[config.mk]
export PLATFORM = sky130hd
export DESIGN_NAME = pwm_timer_with_preload
export DESIGN_NICKNAME = d
export VERILOG_FILES = /design/src/sv/pwt_pkg.sv /design/src/sv/pwm_timer_with_preload.sv /design/src/sv/pwt_div.sv /design/src/sv/pwt_dp.sv /design/src/sv/pwt_ctrl.sv
export SDC_FILE = /design/constraint.sdc
export NUM_CORES = 2
export LEC_CHECK = 0
export ABC_AREA = 0
export BUFFER_PORTS_ARGS = -buffer_cell sky130_fd_sc_hd__buf_2
export CORE_UTILIZATION = 40
export CTS_CLUSTER_SIZE = 8
export DETAILED_ROUTE_END_ITERATION = 8
export PLACE_DENSITY = 0.6
export SETUP_SLACK_MARGIN = 0.5
export SLEW_MARGIN = 15
export SYNTH_ARGS = -nofsm -noshare
export SYNTH_HDL_FRONTEND = slang
export SYNTH_SLANG_ARGS = --single-unit
[constraint.sdc]
create_clock -name clk -period 11.7 [get_ports clk]
set_clock_uncertainty 0.2 [all_clocks]
set_input_delay 0 -clock clk [delete_from_list [all_inputs] [get_ports clk]]
set_output_delay 0 -clock clk [all_outputs]
set_load 0.01 [all_outputs]
[src/sv/pwt_pkg.sv]
// Shared types and constants of the PWM timer with preload.
// No dependencies; used by the top level, datapath, controller and checker.
`default_nettype none

package pwt_pkg;

  localparam int RESET_PERIOD = 1000;
  localparam int PERCENT      = 100;

  localparam int FREQ_W      = 16;
  localparam int DUTY_W      = 7;
  localparam int PSC_W       = 16;
  localparam int OUT_CNT_W   = 16;
  localparam int CFG_ADDR_W  = 3;
  localparam int CFG_DATA_W  = 16;
  localparam int IN_DATA_W   = 24;
  localparam int OUT_DATA_W  = 24;

  localparam logic ACT_TICK = 1'b0;
  localparam logic ACT_SET  = 1'b1;

  typedef enum logic [CFG_ADDR_W-1:0] {
    REG_PRESCALE    = 3'd0,
    REG_MODE_TWO    = 3'd1,
    REG_ACTIVE_LOW  = 3'd2,
    REG_CHAN_EN     = 3'd3,
    REG_MAIN_EN     = 3'd4,
    REG_CNT_EN      = 3'd5,
    REG_PER_PRELOAD = 3'd6,
    REG_CMP_PRELOAD = 3'd7
  } cfg_reg_t;

  typedef struct packed {
    logic tick_step;
    logic capture;
    logic div_start;
    logic quot_load;
    logic prod_load;
    logic cmp_load;
    logic apply_set;
  } ctrl_cmd_t;

  typedef struct packed {
    logic div_done;
  } ctrl_sts_t;

endpackage

`default_nettype wire

[src/sv/pwm_timer_with_preload.sv]
// Up-counting edge-aligned PWM timer with preload registers: a tick and a
// set_pwm request each give one result transaction. Ticks pass at one per
// clock while the result side drains. A set_pwm request runs the serial
// divider, which forms one period quotient bit per cycle, then a registered
// multiply step and a registered reciprocal-scaling step for the compare value.
// No input is taken meanwhile. Configuration is to be written through the cfg
// port only while idle; the block itself does not enforce this.
`default_nettype none

module pwm_timer_with_preload #(
  parameter int CLOCK_HZ    = 4000000,
  parameter int COUNT_WIDTH = 16
) (
  input  wire logic                               clk,
  input  wire logic                               rst_n,
  input  wire logic                               in_tvalid,
  output logic                                    in_tready,
  // frequency [15:0], duty_percent [22:16], zero [23]
  input  wire logic [pwt_pkg::IN_DATA_W-1:0]      in_tdata,
  // action [0]
  input  wire logic                               in_tuser,
  output logic                                    out_tvalid,
  input  wire logic                               out_tready,
  // pwm_out [0], count [16:1], update_event [17], zero [23:18]
  output logic [pwt_pkg::OUT_DATA_W-1:0]          out_tdata,
  input  wire logic                               cfg_we,
  input  wire logic [pwt_pkg::CFG_ADDR_W-1:0]     cfg_addr,
  input  wire logic [pwt_pkg::CFG_DATA_W-1:0]     cfg_wdata
);

  pwt_pkg::ctrl_cmd_t cmd;
  pwt_pkg::ctrl_sts_t sts;
  logic                          res_pwm;
  logic [pwt_pkg::OUT_CNT_W-1:0] res_count;
  logic                          res_upd;

  pwt_ctrl u_ctrl (
    .clk        (clk),
    .rst_n      (rst_n),
    .in_tvalid  (in_tvalid),
    .in_action  (in_tuser),
    .out_tready (out_tready),
    .in_tready  (in_tready),
    .out_tvalid (out_tvalid),
    .cmd        (cmd),
    .sts        (sts)
  );

  pwt_dp #(
    .CLOCK_HZ    (CLOCK_HZ),
    .COUNT_WIDTH (COUNT_WIDTH)
  ) u_dp (
    .clk       (clk),
    .rst_n     (rst_n),
    .cfg_we    (cfg_we),
    .cfg_addr  (cfg_addr),
    .cfg_wdata (cfg_wdata),
    .in_freq   (in_tdata[15:0]),
    .in_duty   (in_tdata[22:16]),
    .cmd       (cmd),
    .sts       (sts),
    .res_pwm   (res_pwm),
    .res_count (res_count),
    .res_upd   (res_upd)
  );

  assign out_tdata = {6'b0, res_upd, res_count, res_pwm};

endmodule

`default_nettype wire

[src/sv/pwt_div.sv]
// Serial restoring divider producing one quotient bit per cycle.
// Stand-alone; instantiated by the datapath.
`default_nettype none

module pwt_div #(
  parameter int DIVIDEND_W = 29,
  parameter int DIVISOR_W  = 16
) (
  input  wire logic                  clk,
  input  wire logic                  rst_n,
  input  wire logic                  start,
  input  wire logic [DIVIDEND_W-1:0] dividend,
  input  wire logic [DIVISOR_W-1:0]  divisor,
  output logic                       done,
  output logic [DIVIDEND_W-1:0]      quotient
);

  localparam int CNT_W = (DIVIDEND_W > 1) ? $clog2(DIVIDEND_W) : 1;
  localparam logic [CNT_W-1:0] LAST_STEP = CNT_W'(DIVIDEND_W - 1);

  logic                  busy_r, busy_nxt;
  logic                  done_r, done_nxt;
  logic [CNT_W-1:0]      cnt_r, cnt_nxt;
  logic [DIVIDEND_W-1:0] quo_r, quo_nxt;
  logic [DIVISOR_W-1:0]  rem_r, rem_nxt;
  logic [DIVISOR_W-1:0]  dvs_r, dvs_nxt;
  logic [DIVISOR_W:0]    shifted;
  logic [DIVISOR_W:0]    diff;
  logic                  fits;

  assign shifted = {rem_r, quo_r[DIVIDEND_W-1]};
  assign diff    = shifted - {1'b0, dvs_r};
  assign fits    = shifted >= {1'b0, dvs_r};

  always_comb begin
    busy_nxt = busy_r;
    done_nxt = 1'b0;
    cnt_nxt  = cnt_r;
    quo_nxt  = quo_r;
    rem_nxt  = rem_r;
    dvs_nxt  = dvs_r;
    if (start) begin
      busy_nxt = 1'b1;
      cnt_nxt  = LAST_STEP;
      quo_nxt  = dividend;
      rem_nxt  = '0;
      dvs_nxt  = divisor;
    end else if (busy_r) begin
      rem_nxt = fits ? diff[DIVISOR_W-1:0] : shifted[DIVISOR_W-1:0];
      quo_nxt = {quo_r[DIVIDEND_W-2:0], fits};
      if (cnt_r == '0) begin
        busy_nxt = 1'b0;
        done_nxt = 1'b1;
      end else begin
        cnt_nxt = cnt_r - CNT_W'(1);
      end
    end
  end

  always_ff @(posedge clk) begin
    if (!rst_n) begin
      busy_r <= 1'b0;
      done_r <= 1'b0;
      cnt_r  <= '0;
    end else begin
      busy_r <= busy_nxt;
      done_r <= done_nxt;
      cnt_r  <= cnt_nxt;
    end
  end

  always_ff @(posedge clk) begin
    quo_r <= quo_nxt;
    rem_r <= rem_nxt;
    dvs_r <= dvs_nxt;
  end

  assign done     = done_r;
  assign quotient = quo_r;

endmodule

`default_nettype wire

[src/sv/pwt_dp.sv]
// Datapath: configuration, prescaler, main counter, period and compare registers,
// set_pwm arithmetic and the result register. Uses pwt_pkg and pwt_div.
`default_nettype none

module pwt_dp #(
  parameter int CLOCK_HZ    = 4000000,
  parameter int COUNT_WIDTH = 16
) (
  input  wire logic                             clk,
  input  wire logic                             rst_n,
  input  wire logic                             cfg_we,
  input  wire logic [pwt_pkg::CFG_ADDR_W-1:0]   cfg_addr,
  input  wire logic [pwt_pkg::CFG_DATA_W-1:0]   cfg_wdata,
  input  wire logic [pwt_pkg::FREQ_W-1:0]       in_freq,
  input  wire logic [pwt_pkg::DUTY_W-1:0]       in_duty,
  input  wire pwt_pkg::ctrl_cmd_t               cmd,
  output pwt_pkg::ctrl_sts_t                    sts,
  output logic                                  res_pwm,
  output logic [pwt_pkg::OUT_CNT_W-1:0]         res_count,
  output logic                                  res_upd
);

  localparam int CLK_W    = $clog2(CLOCK_HZ + 1);
  localparam int QUOT_W   = (CLK_W > COUNT_WIDTH) ? CLK_W : COUNT_WIDTH;
  localparam int PROD_W   = QUOT_W + pwt_pkg::DUTY_W;
  localparam int PCT_W    = $clog2(pwt_pkg::PERCENT);
  localparam int RECIP_SH = PROD_W + PCT_W;
  localparam int RECIP_W  = PROD_W + 1;
  localparam int SCALE_W  = PROD_W + RECIP_W;

  localparam logic [QUOT_W-1:0] QCNT_MAX = QUOT_W'({COUNT_WIDTH{1'b1}});
  localparam logic [PROD_W-1:0] PCNT_MAX = PROD_W'({COUNT_WIDTH{1'b1}});
  localparam logic [QUOT_W-1:0] CLK_DIVIDEND = QUOT_W'(CLOCK_HZ);
  localparam logic [RECIP_W-1:0] PCT_RECIP =
    RECIP_W'(((64'd1 << RECIP_SH) + 64'(pwt_pkg::PERCENT) - 64'd1) / 64'(pwt_pkg::PERCENT));
  localparam logic [COUNT_WIDTH-1:0] RST_PERIOD = COUNT_WIDTH'(pwt_pkg::RESET_PERIOD);

  logic [pwt_pkg::PSC_W-1:0] psc_lim_r;
  logic mode_two_r, active_low_r, chan_en_r, main_en_r, cnt_en_r;

  logic [pwt_pkg::PSC_W-1:0] psc_r, psc_nxt;
  logic [COUNT_WIDTH-1:0]    cnt_r, cnt_nxt;
  logic [COUNT_WIDTH-1:0]    per_act_r, per_act_nxt;
  logic [COUNT_WIDTH-1:0]    per_pre_r, per_pre_nxt;
  logic [COUNT_WIDTH-1:0]    cmp_act_r, cmp_act_nxt;
  logic [COUNT_WIDTH-1:0]    cmp_pre_r, cmp_pre_nxt;
  logic                      upd_nxt;

  logic [pwt_pkg::FREQ_W-1:0] freq_r;
  logic [pwt_pkg::DUTY_W-1:0] duty_r;
  logic [QUOT_W-1:0]          quot_r;
  logic [PROD_W-1:0]          prod_r;
  logic [PROD_W-1:0]          cmp_val_r;

  logic [QUOT_W-1:0]          div_quo;
  logic                       div_done;
  logic [SCALE_W-1:0]         cmp_scaled;

  logic [COUNT_WIDTH-1:0]     per_sat;
  logic [COUNT_WIDTH-1:0]     cmp_sat;
  logic                       level;

  logic                          res_pwm_r;
  logic [pwt_pkg::OUT_CNT_W-1:0] res_count_r;
  logic                          res_upd_r;

  // Preload enables need no storage: every period and compare write comes from
  // set_pwm, which always forces an update, so both settings behave the same.
  always_ff @(posedge clk) begin
    if (!rst_n) begin
      psc_lim_r    <= '0;
      mode_two_r   <= 1'b0;
      active_low_r <= 1'b0;
      chan_en_r    <= 1'b0;
      main_en_r    <= 1'b0;
      cnt_en_r     <= 1'b0;
    end else if (cfg_we) begin
      case (cfg_addr)
        pwt_pkg::REG_PRESCALE:   psc_lim_r    <= cfg_wdata;
        pwt_pkg::REG_MODE_TWO:   mode_two_r   <= cfg_wdata[0];
        pwt_pkg::REG_ACTIVE_LOW: active_low_r <= cfg_wdata[0];
        pwt_pkg::REG_CHAN_EN:    chan_en_r    <= cfg_wdata[0];
        pwt_pkg::REG_MAIN_EN:    main_en_r    <= cfg_wdata[0];
        pwt_pkg::REG_CNT_EN:     cnt_en_r     <= cfg_wdata[0];
        default: ;
      endcase
    end
  end

  pwt_div #(
    .DIVIDEND_W (QUOT_W),
    .DIVISOR_W  (pwt_pkg::FREQ_W)
  ) u_div (
    .clk      (clk),
    .rst_n    (rst_n),
    .start    (cmd.div_start),
    .dividend (CLK_DIVIDEND),
    .divisor  (freq_r),
    .done     (div_done),
    .quotient (div_quo)
  );

  assign sts.div_done = div_done;

  // The division by the percent scale is a multiplication by its rounded-up
  // reciprocal, exact for every product that fits in PROD_W bits.
  assign cmp_scaled = SCALE_W'(prod_r) * SCALE_W'(PCT_RECIP);

  always_ff @(posedge clk) begin
    if (cmd.capture) begin
      freq_r <= in_freq;
      duty_r <= in_duty;
    end
    if (cmd.quot_load) begin
      quot_r <= (freq_r == '0) ? QCNT_MAX : div_quo;
    end
    if (cmd.prod_load) begin
      prod_r <= PROD_W'(quot_r) * PROD_W'(duty_r);
    end
    if (cmd.cmp_load) begin
      cmp_val_r <= PROD_W'(cmp_scaled >> RECIP_SH);
    end
  end

  assign per_sat = (quot_r > QCNT_MAX) ? '1 : quot_r[COUNT_WIDTH-1:0];
  assign cmp_sat = (cmp_val_r > PCNT_MAX) ? '1 : cmp_val_r[COUNT_WIDTH-1:0];

  always_comb begin
    psc_nxt     = psc_r;
    cnt_nxt     = cnt_r;
    per_act_nxt = per_act_r;
    per_pre_nxt = per_pre_r;
    cmp_act_nxt = cmp_act_r;
    cmp_pre_nxt = cmp_pre_r;
    upd_nxt     = 1'b0;
    if (cmd.apply_set) begin
      per_pre_nxt = per_sat;
      cmp_pre_nxt = cmp_sat;
      per_act_nxt = per_sat;
      cmp_act_nxt = cmp_sat;
      psc_nxt     = '0;
      cnt_nxt     = '0;
      upd_nxt     = 1'b1;
    end else if (cmd.tick_step && cnt_en_r) begin
      if (psc_r >= psc_lim_r) begin
        psc_nxt = '0;
        if (cnt_r == per_act_r) begin
          cnt_nxt     = '0;
          per_act_nxt = per_pre_r;
          cmp_act_nxt = cmp_pre_r;
          upd_nxt     = 1'b1;
        end else begin
          cnt_nxt = cnt_r + COUNT_WIDTH'(1);
        end
      end else begin
        psc_nxt = psc_r + pwt_pkg::PSC_W'(1);
      end
    end
  end

  assign level = ((cnt_nxt < cmp_act_nxt) ^ mode_two_r ^ active_low_r)
                 & chan_en_r & main_en_r;

  always_ff @(posedge clk) begin
    if (!rst_n) begin
      psc_r     <= '0;
      cnt_r     <= '0;
      per_act_r <= RST_PERIOD;
      per_pre_r <= RST_PERIOD;
      cmp_act_r <= '0;
      cmp_pre_r <= '0;
    end else begin
      psc_r     <= psc_nxt;
      cnt_r     <= cnt_nxt;
      per_act_r <= per_act_nxt;
      per_pre_r <= per_pre_nxt;
      cmp_act_r <= cmp_act_nxt;
      cmp_pre_r <= cmp_pre_nxt;
    end
  end

  always_ff @(posedge clk) begin
    if (cmd.tick_step || cmd.apply_set) begin
      res_pwm_r   <= level;
      res_count_r <= pwt_pkg::OUT_CNT_W'(cnt_nxt);
      res_upd_r   <= upd_nxt;
    end
  end

  assign res_pwm   = res_pwm_r;
  assign res_count = res_count_r;
  assign res_upd   = res_upd_r;

endmodule

`default_nettype wire

[src/sv/pwt_ctrl.sv]
// Controller: input and output handshakes and the set_pwm sequence.
// Uses pwt_pkg; drives the datapath through ctrl_cmd_t.
`default_nettype none

module pwt_ctrl (
  input  wire logic            clk,
  input  wire logic            rst_n,
  input  wire logic            in_tvalid,
  input  wire logic            in_action,
  input  wire logic            out_tready,
  output logic                 in_tready,
  output logic                 out_tvalid,
  output pwt_pkg::ctrl_cmd_t   cmd,
  input  wire pwt_pkg::ctrl_sts_t sts
);

  typedef enum logic [5:0] {
    ST_IDLE      = 6'b000001,
    ST_PER_START = 6'b000010,
    ST_PER_WAIT  = 6'b000100,
    ST_MUL       = 6'b001000,
    ST_CMP       = 6'b010000,
    ST_APPLY     = 6'b100000
  } state_t;

  state_t state_r, state_nxt;
  logic   out_valid_r, out_valid_nxt;
  logic   out_free;
  logic   accept;

  assign out_free  = !out_valid_r || out_tready;
  assign in_tready = (state_r == ST_IDLE) && out_free;
  assign accept    = in_tvalid && in_tready;

  always_comb begin
    state_nxt = state_r;
    cmd       = '0;
    case (state_r)
      ST_IDLE: begin
        if (accept) begin
          if (in_action == pwt_pkg::ACT_SET) begin
            cmd.capture = 1'b1;
            state_nxt   = ST_PER_START;
          end else begin
            cmd.tick_step = 1'b1;
          end
        end
      end
      ST_PER_START: begin
        cmd.div_start = 1'b1;
        state_nxt     = ST_PER_WAIT;
      end
      ST_PER_WAIT: begin
        if (sts.div_done) begin
          cmd.quot_load = 1'b1;
          state_nxt     = ST_MUL;
        end
      end
      ST_MUL: begin
        cmd.prod_load = 1'b1;
        state_nxt     = ST_CMP;
      end
      ST_CMP: begin
        cmd.cmp_load = 1'b1;
        state_nxt    = ST_APPLY;
      end
      ST_APPLY: begin
        if (out_free) begin
          cmd.apply_set = 1'b1;
          state_nxt     = ST_IDLE;
        end
      end
      default: state_nxt = ST_IDLE;
    endcase
  end

  assign out_valid_nxt = (out_valid_r && !out_tready) || cmd.tick_step || cmd.apply_set;

  always_ff @(posedge clk) begin
    if (!rst_n) begin
      state_r     <= ST_IDLE;
      out_valid_r <= 1'b0;
    end else begin
      state_r     <= state_nxt;
      out_valid_r <= out_valid_nxt;
    end
  end

  assign out_tvalid = out_valid_r;

endmodule

`default_nettype wire

; ---- Word level (Yosys, flattened, before mapping)
; Cells that the tools add are included.
[op_classes]
addsub = 4
mul = 2
magnitude_cmp = 5
n_eq_ne = 17
n_mux = 42
bitwise_logic = 7
reduce_logical = 30
[ops]
columns = cell, count
row1 = 16-bit two-way mux, 16
row2 = "29-bit by 26-bit multiplier with 55-bit output, second input constant", 1
row3 = 6-bit case mux with 6 select lines, 1
row4 = "16-bit by 1-bit adder with 16-bit output, second input constant", 2
row5 = 22-bit by 7-bit multiplier with 29-bit output, 1
row6 = 6-bit two-way mux, 4
row7 = "23-bit by 16-bit > comparator with 1-bit output, second input constant", 1
row8 = "22-bit by 16-bit > comparator with 1-bit output, second input constant", 1
row9 = 17-bit by 16-bit >= comparator with 1-bit output, 1
row10 = 16-bit == test, 1
row11 = 16-bit >= comparator, 1
row12 = 16-bit logical NOT, 1
row13 = 16-bit less-than comparator, 1
row14 = 1-bit two-way mux, 16
row15 = 2-bit AND reduction, 8
row16 = 16-bit subtractor, 1
row17 = 5-bit two-way mux, 3
row18 = 2-bit nonzero test, 4
row19 = "3-bit by 2-bit == test with 1-bit output, second input constant", 2
row20 = "3-bit == test, second input constant", 2
row21 = "6-bit by 1-bit == test with 1-bit output, second input constant", 1
row22 = "6-bit by 2-bit == test with 1-bit output, second input constant", 1
row23 = "6-bit by 3-bit == test with 1-bit output, second input constant", 1
row24 = "6-bit by 4-bit == test with 1-bit output, second input constant", 1
row25 = other kinds (19), 35
[word_totals]
regBits = 300
out_inout_bits = 26
word_cells = 136

; ---- Longest topological paths before layout
[depth]
depth_word = 14
mapped_depth = 24
ltp_nobuf = 23

; ---- Modules after synthesis
; A second synthesis with hierarchy kept.
[hier_totals]
hier_cells = 2969
hier_area_um2 = 30097.6
[modules_own_cells]
columns = mod, instances, cells_per_inst, area_per_inst_um2, seq_area_each_um2
row1 = pwt_dp, 1, 2583, 26135.1, 5795.6
row2 = pwt_div, 1, 325, 3469.6, 1601.5
row3 = pwt_ctrl, 1, 52, 429.2, 140.1
row4 = pwm_timer_with_preload, 1, 9, 63.8, 0.0

; ---- Worst setup path before layout
; Ideal clock, no wire load.
[synth_timing]
path_type = register to register
start = register u_dp.prod_r[8]
end = register u_dp.cmp_val_r[20], data pin
setup_time_ps = 260
t_arrival_ps = 5991
required_ps = 11240
slack_ps = 5249
path_stages_with_launch = 22
cell_sequence = edfxtp_1 -> ha_1 -> fa_1 -> fa_1 -> inv_1 -> fa_1 -> inv_1 -> fa_1 -> fa_1 -> inv_1 -> fa_1 -> inv_1 -> ha_1 -> a21o_1 -> a2bb2oi_1 -> nand3_1 -> o221ai_1 -> o211ai_1 -> a21boi_0 -> o21ai_1 -> a21boi_0 -> xnor2_1
[synth_via]
elab_chain_cells = 1
[synth_lines]
columns = element, line_no
row1 = "start, declared", pwt_dp.sv:52  ; logic [PROD_W-1:0] prod_r;
row2 = "start signal, assigned", pwt_dp.sv:118  ; prod_r <= PROD_W'(quot_r) * PROD_W'(duty_r);
row3 = 29-bit by 26-bit multiplier with 55-bit output, pwt_dp.sv:107  ; assign cmp_scaled = SCALE_W'(prod_r) * SCALE_W'(PCT_RECIP);
row4 = named net u_dp.cmp_scaled[56], pwt_dp.sv:57  ; logic [SCALE_W-1:0] cmp_scaled;
row5 = "end signal, assigned", pwt_dp.sv:121  ; cmp_val_r <= PROD_W'(cmp_scaled >> RECIP_SH);
row6 = "end, declared", pwt_dp.sv:53  ; logic [PROD_W-1:0] cmp_val_r;
; The timed path passes the listed nets, and every way through them passes these cells.
; A chain may end at the register's enable or synchronous reset.

; ---- Worst setup path after layout
[layout_timing]
start = register u_dp.prod_r[4]
end = register u_dp.cmp_val_r[20], data pin
; Same word-level chain as after synthesis.

==> results.py <==
metrics = {
    "outcome": {
        "status": "finished clean",
    },
    "worst_setup_path": {
        "path_cells": "inv_1 -> fa_1 -> inv_1 -> ha_1 -> fa_1 -> inv_1 -> fa_1 -> inv_1 -> fa_1 -> fa_1 -> inv_1 -> fa_1 -> inv_1 -> ha_1 -> a21o_1 -> a2bb2oi_1 -> nand3_1 -> o221ai_1 -> o211ai_1 -> a21boi_0 -> o21ai_1 -> a21boi_0 -> xnor2_1",
        "worstPathArrival_ns": 7.88,
        "path_max_fanout": 9,
        "critPathSlowestCell": "edfxtp_1",
        "cp-start-kind": "flop",
        "cp-end-kind": "flop",
        "required_ns": 11.80,
        "critical_path_class": "reg -> reg",
        "slowest_delay_ns": 0.67,
        "ff2ff_path_depth": 23,
    },
    "placement": {
        "place_ws_ns": 3.95,
        "io_buffer_count": 67,
        "dp.cells": 3962,
        "dp_hpwl_um": 52200,
        "place_area_um2": 31100,
        "place.gp.congestion": 0.891,
    },
    "clock_tree": {
        "cts_max_level": 2,
        "cts.repair.resized": 0,
        "root_buffer": "clkbuf_16",
        "numCtsBuffers": 44,
        "clk_pin_slew_ns": 0.05,
        "cts_sinks": 300,
        "cts_max_path_buffers": 3,
        "tritoncts": "built",
        "insertion_delay_ns": 0.57,
    },
    "global_routing": {
        "grt_max_degree": 98,
        "antenna_found_initial": 1,
        "overflow": 0,
        "grt_use_total_pct": 18.6,
        "grt_pass1_vias": 21300,
        "grt_pass1_wl_um": 112000,
    },
    "sta": {
        "relSlewSlack_pct": 36.0,
        "rsz0062_at_grt": "no",
        "post-route-period-util_pct": 66.5,
        "finalSetupViolCount": 0,
        "tightest_slew_ns": 0.957,
        "timing.hold.ws_ns": 0.170,
        "min_period_ns": 7.78,
        "finalSetupTns_ns": 0,
        "clock.fmax_mhz": 128,
        "finalWorstSetupSlack_ns": 3.92,
        "final_max_slew_viol_count": 0,
        "hold_viol": 0,
    },
    "cells_and_area": {
        "area_delta_synth_final_pct": 12.6,
        "num-fill-cells": 6978,
        "fin_util_pct": 45.7,
        "instances_no_fill": 4153,
        "design_area_um2": 33500,
        "finalNetCount": 3994,
        "drive_gt1_share_pct": 5.17,
    },
    "synthesis": {
        "synth_area_um2": 29800,
        "syn_area_per_cell_um2": 9.92,
        "synth.distinct_cells": 76,
        "yosys_register_bits": 300,
        "yosys_warnings": 0,
        "ys.flop_type": "dfxtp_1",
        "netlist_top_cells_area": "fa_1 25%, ha_1 17%, edfxtp_1 13%",
        "synth_top_cell_area_share_pct": 24.8,
        "async_flop_share_pct": 0,
        "syn_inst": 3002,
        "ys_seq_area_share_pct": 24.6,
        "synth_edf_count": 131,
        "yosysTopAreaCell": "fa_1",
    },
    "detailed_routing": {
        "dr.first_iter.drc_count": 968,
        "vias": 20400,
        "ant_nets": 0,
        "wirelength_um": 67600,
        "drc": 0,
        "wl_per_cell_um": 16.3,
        "dr.pass1.iters": 5,
        "routed_via_density": 4.92,
    },
    "power_and_ir_drop": {
        "p_total_mw": 4.95,
        "ir_worst_vdd_mv": 0.169,
        "p_leak_nw": 16.2,
        "netSwitchingPower_mw": 1.88,
        "p_per_area_nw_per_um2": 148,
        "switching_share_pct": 38.0,
        "clockPowerShare_pct": 24.3,
        "seqPwrFrac_pct": 28.5,
        "pwr-share-comb_pct": 47.2,
        "power.internal_mw": 3.07,
    },
    "worst_hold_path": {
        "hold_path_class": "in -> reg",
        "min_path_cells": 4,
    },
    "die": {
        "fp.dieH_um": 275,
        "die_x_um": 275,
        "ios": 75,
        "die_area_um2": 75500,
        "rows": 99,
        "start_util_pct": 40.6,
        "core-area_um2": 73300,
    },
    "flow_run": {
        "maxCapViolCount": 0,
    },
}
## worst max-delay path: cells and delay by family (launching register included)
kind	cells	cell delay [ns]
flops	1	0.67
compound gates	7	2.21
simple gates	1	0.12
fa+ha+maj	8	3.75
buf+inv	6	0.47
xor+xnor	1	0.09
## state kept, by name, indices dropped and copies added, names as in the netlist, 5 cells and up
signal               cells
u_dp.psc_lim_r          16
u_dp.freq_r             16
u_dp.cmp_val_r          23
u_dp.cmp_act_r          16
u_dp.u_div.dvs_r        16
u_dp.u_div.rem_r        16
u_dp.per_pre_r          16
u_dp.res_count          16
u_dp.quot_r             22
u_dp.per_act_r          16
u_dp.u_div.quotient     22
u_dp.cnt_r              16
u_ctrl.state_r           6
u_dp.duty_r              7
u_dp.cmp_pre_r          16
u_dp.prod_r             29
u_dp.psc_r              16
u_dp.u_div.cnt_r         5
## final timing paths
check                              end  slack, ns            start
setup / recovery    u_dp.cmp_val_r[20]       3.92   u_dp.prod_r[4]
hold / removal       u_dp.active_low_r       0.17     cfg_wdata[0]
setup reg to reg    u_dp.cmp_val_r[20]       3.92   u_dp.prod_r[4]
hold reg to reg   u_dp.u_div.dvs_r[10]       0.24  u_dp.freq_r[10]
## Yosys cell counts, types with 5 or more instances
| library cell | n |
|---|---|
| nand2b_1 | 28 |
| o31ai_1 | 14 |
| and3_1 | 14 |
| nand4_1 | 30 |
| a21oi_1 | 96 |
| or2_2 | 5 |
| o21bai_1 | 10 |
| xnor2_1 | 67 |
| nand3_1 | 36 |
| a21o_1 | 33 |
| dfxtp_1 | 169 |
| inv_1 | 609 |
| fa_1 | 369 |
| buf_2 | 5 |
| clkbuf_1 | 70 |
| mux2i_1 | 56 |
| a31oi_1 | 11 |
| edfxtp_1 | 131 |
| a21boi_0 | 23 |
| nand2_1 | 247 |
| nor3_1 | 34 |
| o22a_1 | 10 |
| a211oi_1 | 10 |
| nor2_1 | 141 |
| ha_1 | 416 |
| or3_1 | 15 |
| a211o_1 | 5 |
| nor4_1 | 13 |
| and3b_1 | 17 |
| o211ai_1 | 9 |
| nor3b_1 | 13 |
| o21a_1 | 12 |
| a2111oi_0 | 5 |
| o21ai_0 | 92 |
| and2_1 | 60 |
| xor2_1 | 35 |
| nor2b_1 | 19 |
| buf_4 | 9 |
## layout by cell type (no fill, tap or decap), drive strengths merged, types with 28 or more instances in the layout
master       instances
a21o                33
a21oi               98
and2                60
buf                 83
clkbuf              74
dfxtp              169
dlygate4sd3        111
edfxtp             131
fa                 369
ha                 416
inv                611
mux2i               56
nand2              247
nand2b              28
nand3               37
nand4               30
nor2               146
nor3                35
o21ai               94
xnor2               67
xor2                35
## final cells by class
cell class / count / area [µm²] / share of cell area [%]
Clock buffer: 74 / 1240 / 3.71
Clock inverter: 5 / 76.3 / 0.228
Sequential cell: 300 / 7320 / 21.8
Timing Repair Buffer: 194 / 1570 / 4.67
Antenna cell: 1 / 2.50 / 0.00746
Multi-Input combinational cell: 2010 / 19800 / 59.1
Tap cell: 959 / 1200 / 3.58
Inverter: 610 / 2290 / 6.83
## cell families after synthesis
logic type,after synthesis,share of synthesized area [%]
compound gates,360,7.67
xor+xnor,102,3.00
fa+ha+maj,785,42.3
buf+inv,697,8.94
flops,300,24.6
mux,56,1.88
other cells,1,0.0126
simple gates,701,11.6
## power by group through the flow
stage          clock network, mW  logic, mW  registers [mW]
2_1_floorplan                  0       1.81            1.41
3_5_place_dp                   0       2.30            1.43
3_3_place_gp                   0       2.29            1.43
6_report                    1.20       2.34            1.41
4_1_cts                     1.24       2.34            1.41
5_1_grt                     1.28       2.65            1.43
## layer usage
layer / vias up / wire, µm / global-route usage, %
li1: 10000 / - / -
met1: 9999 / 31500 / 25.1
met2: 286 / 32300 / 31.5
met3: 93 / 2170 / 2.30
met4: 0 / 1690 / 5.16
met5: - / 0 / 0
## repair_timing
item / CTS / global route
hold buffers: 111 / 0
buffers inserted: 0 / 0
endpoints found under the setup margin: 0 / 0
hold endpoints to repair: 115 / 0
Power figures use the tool's default switching activity.
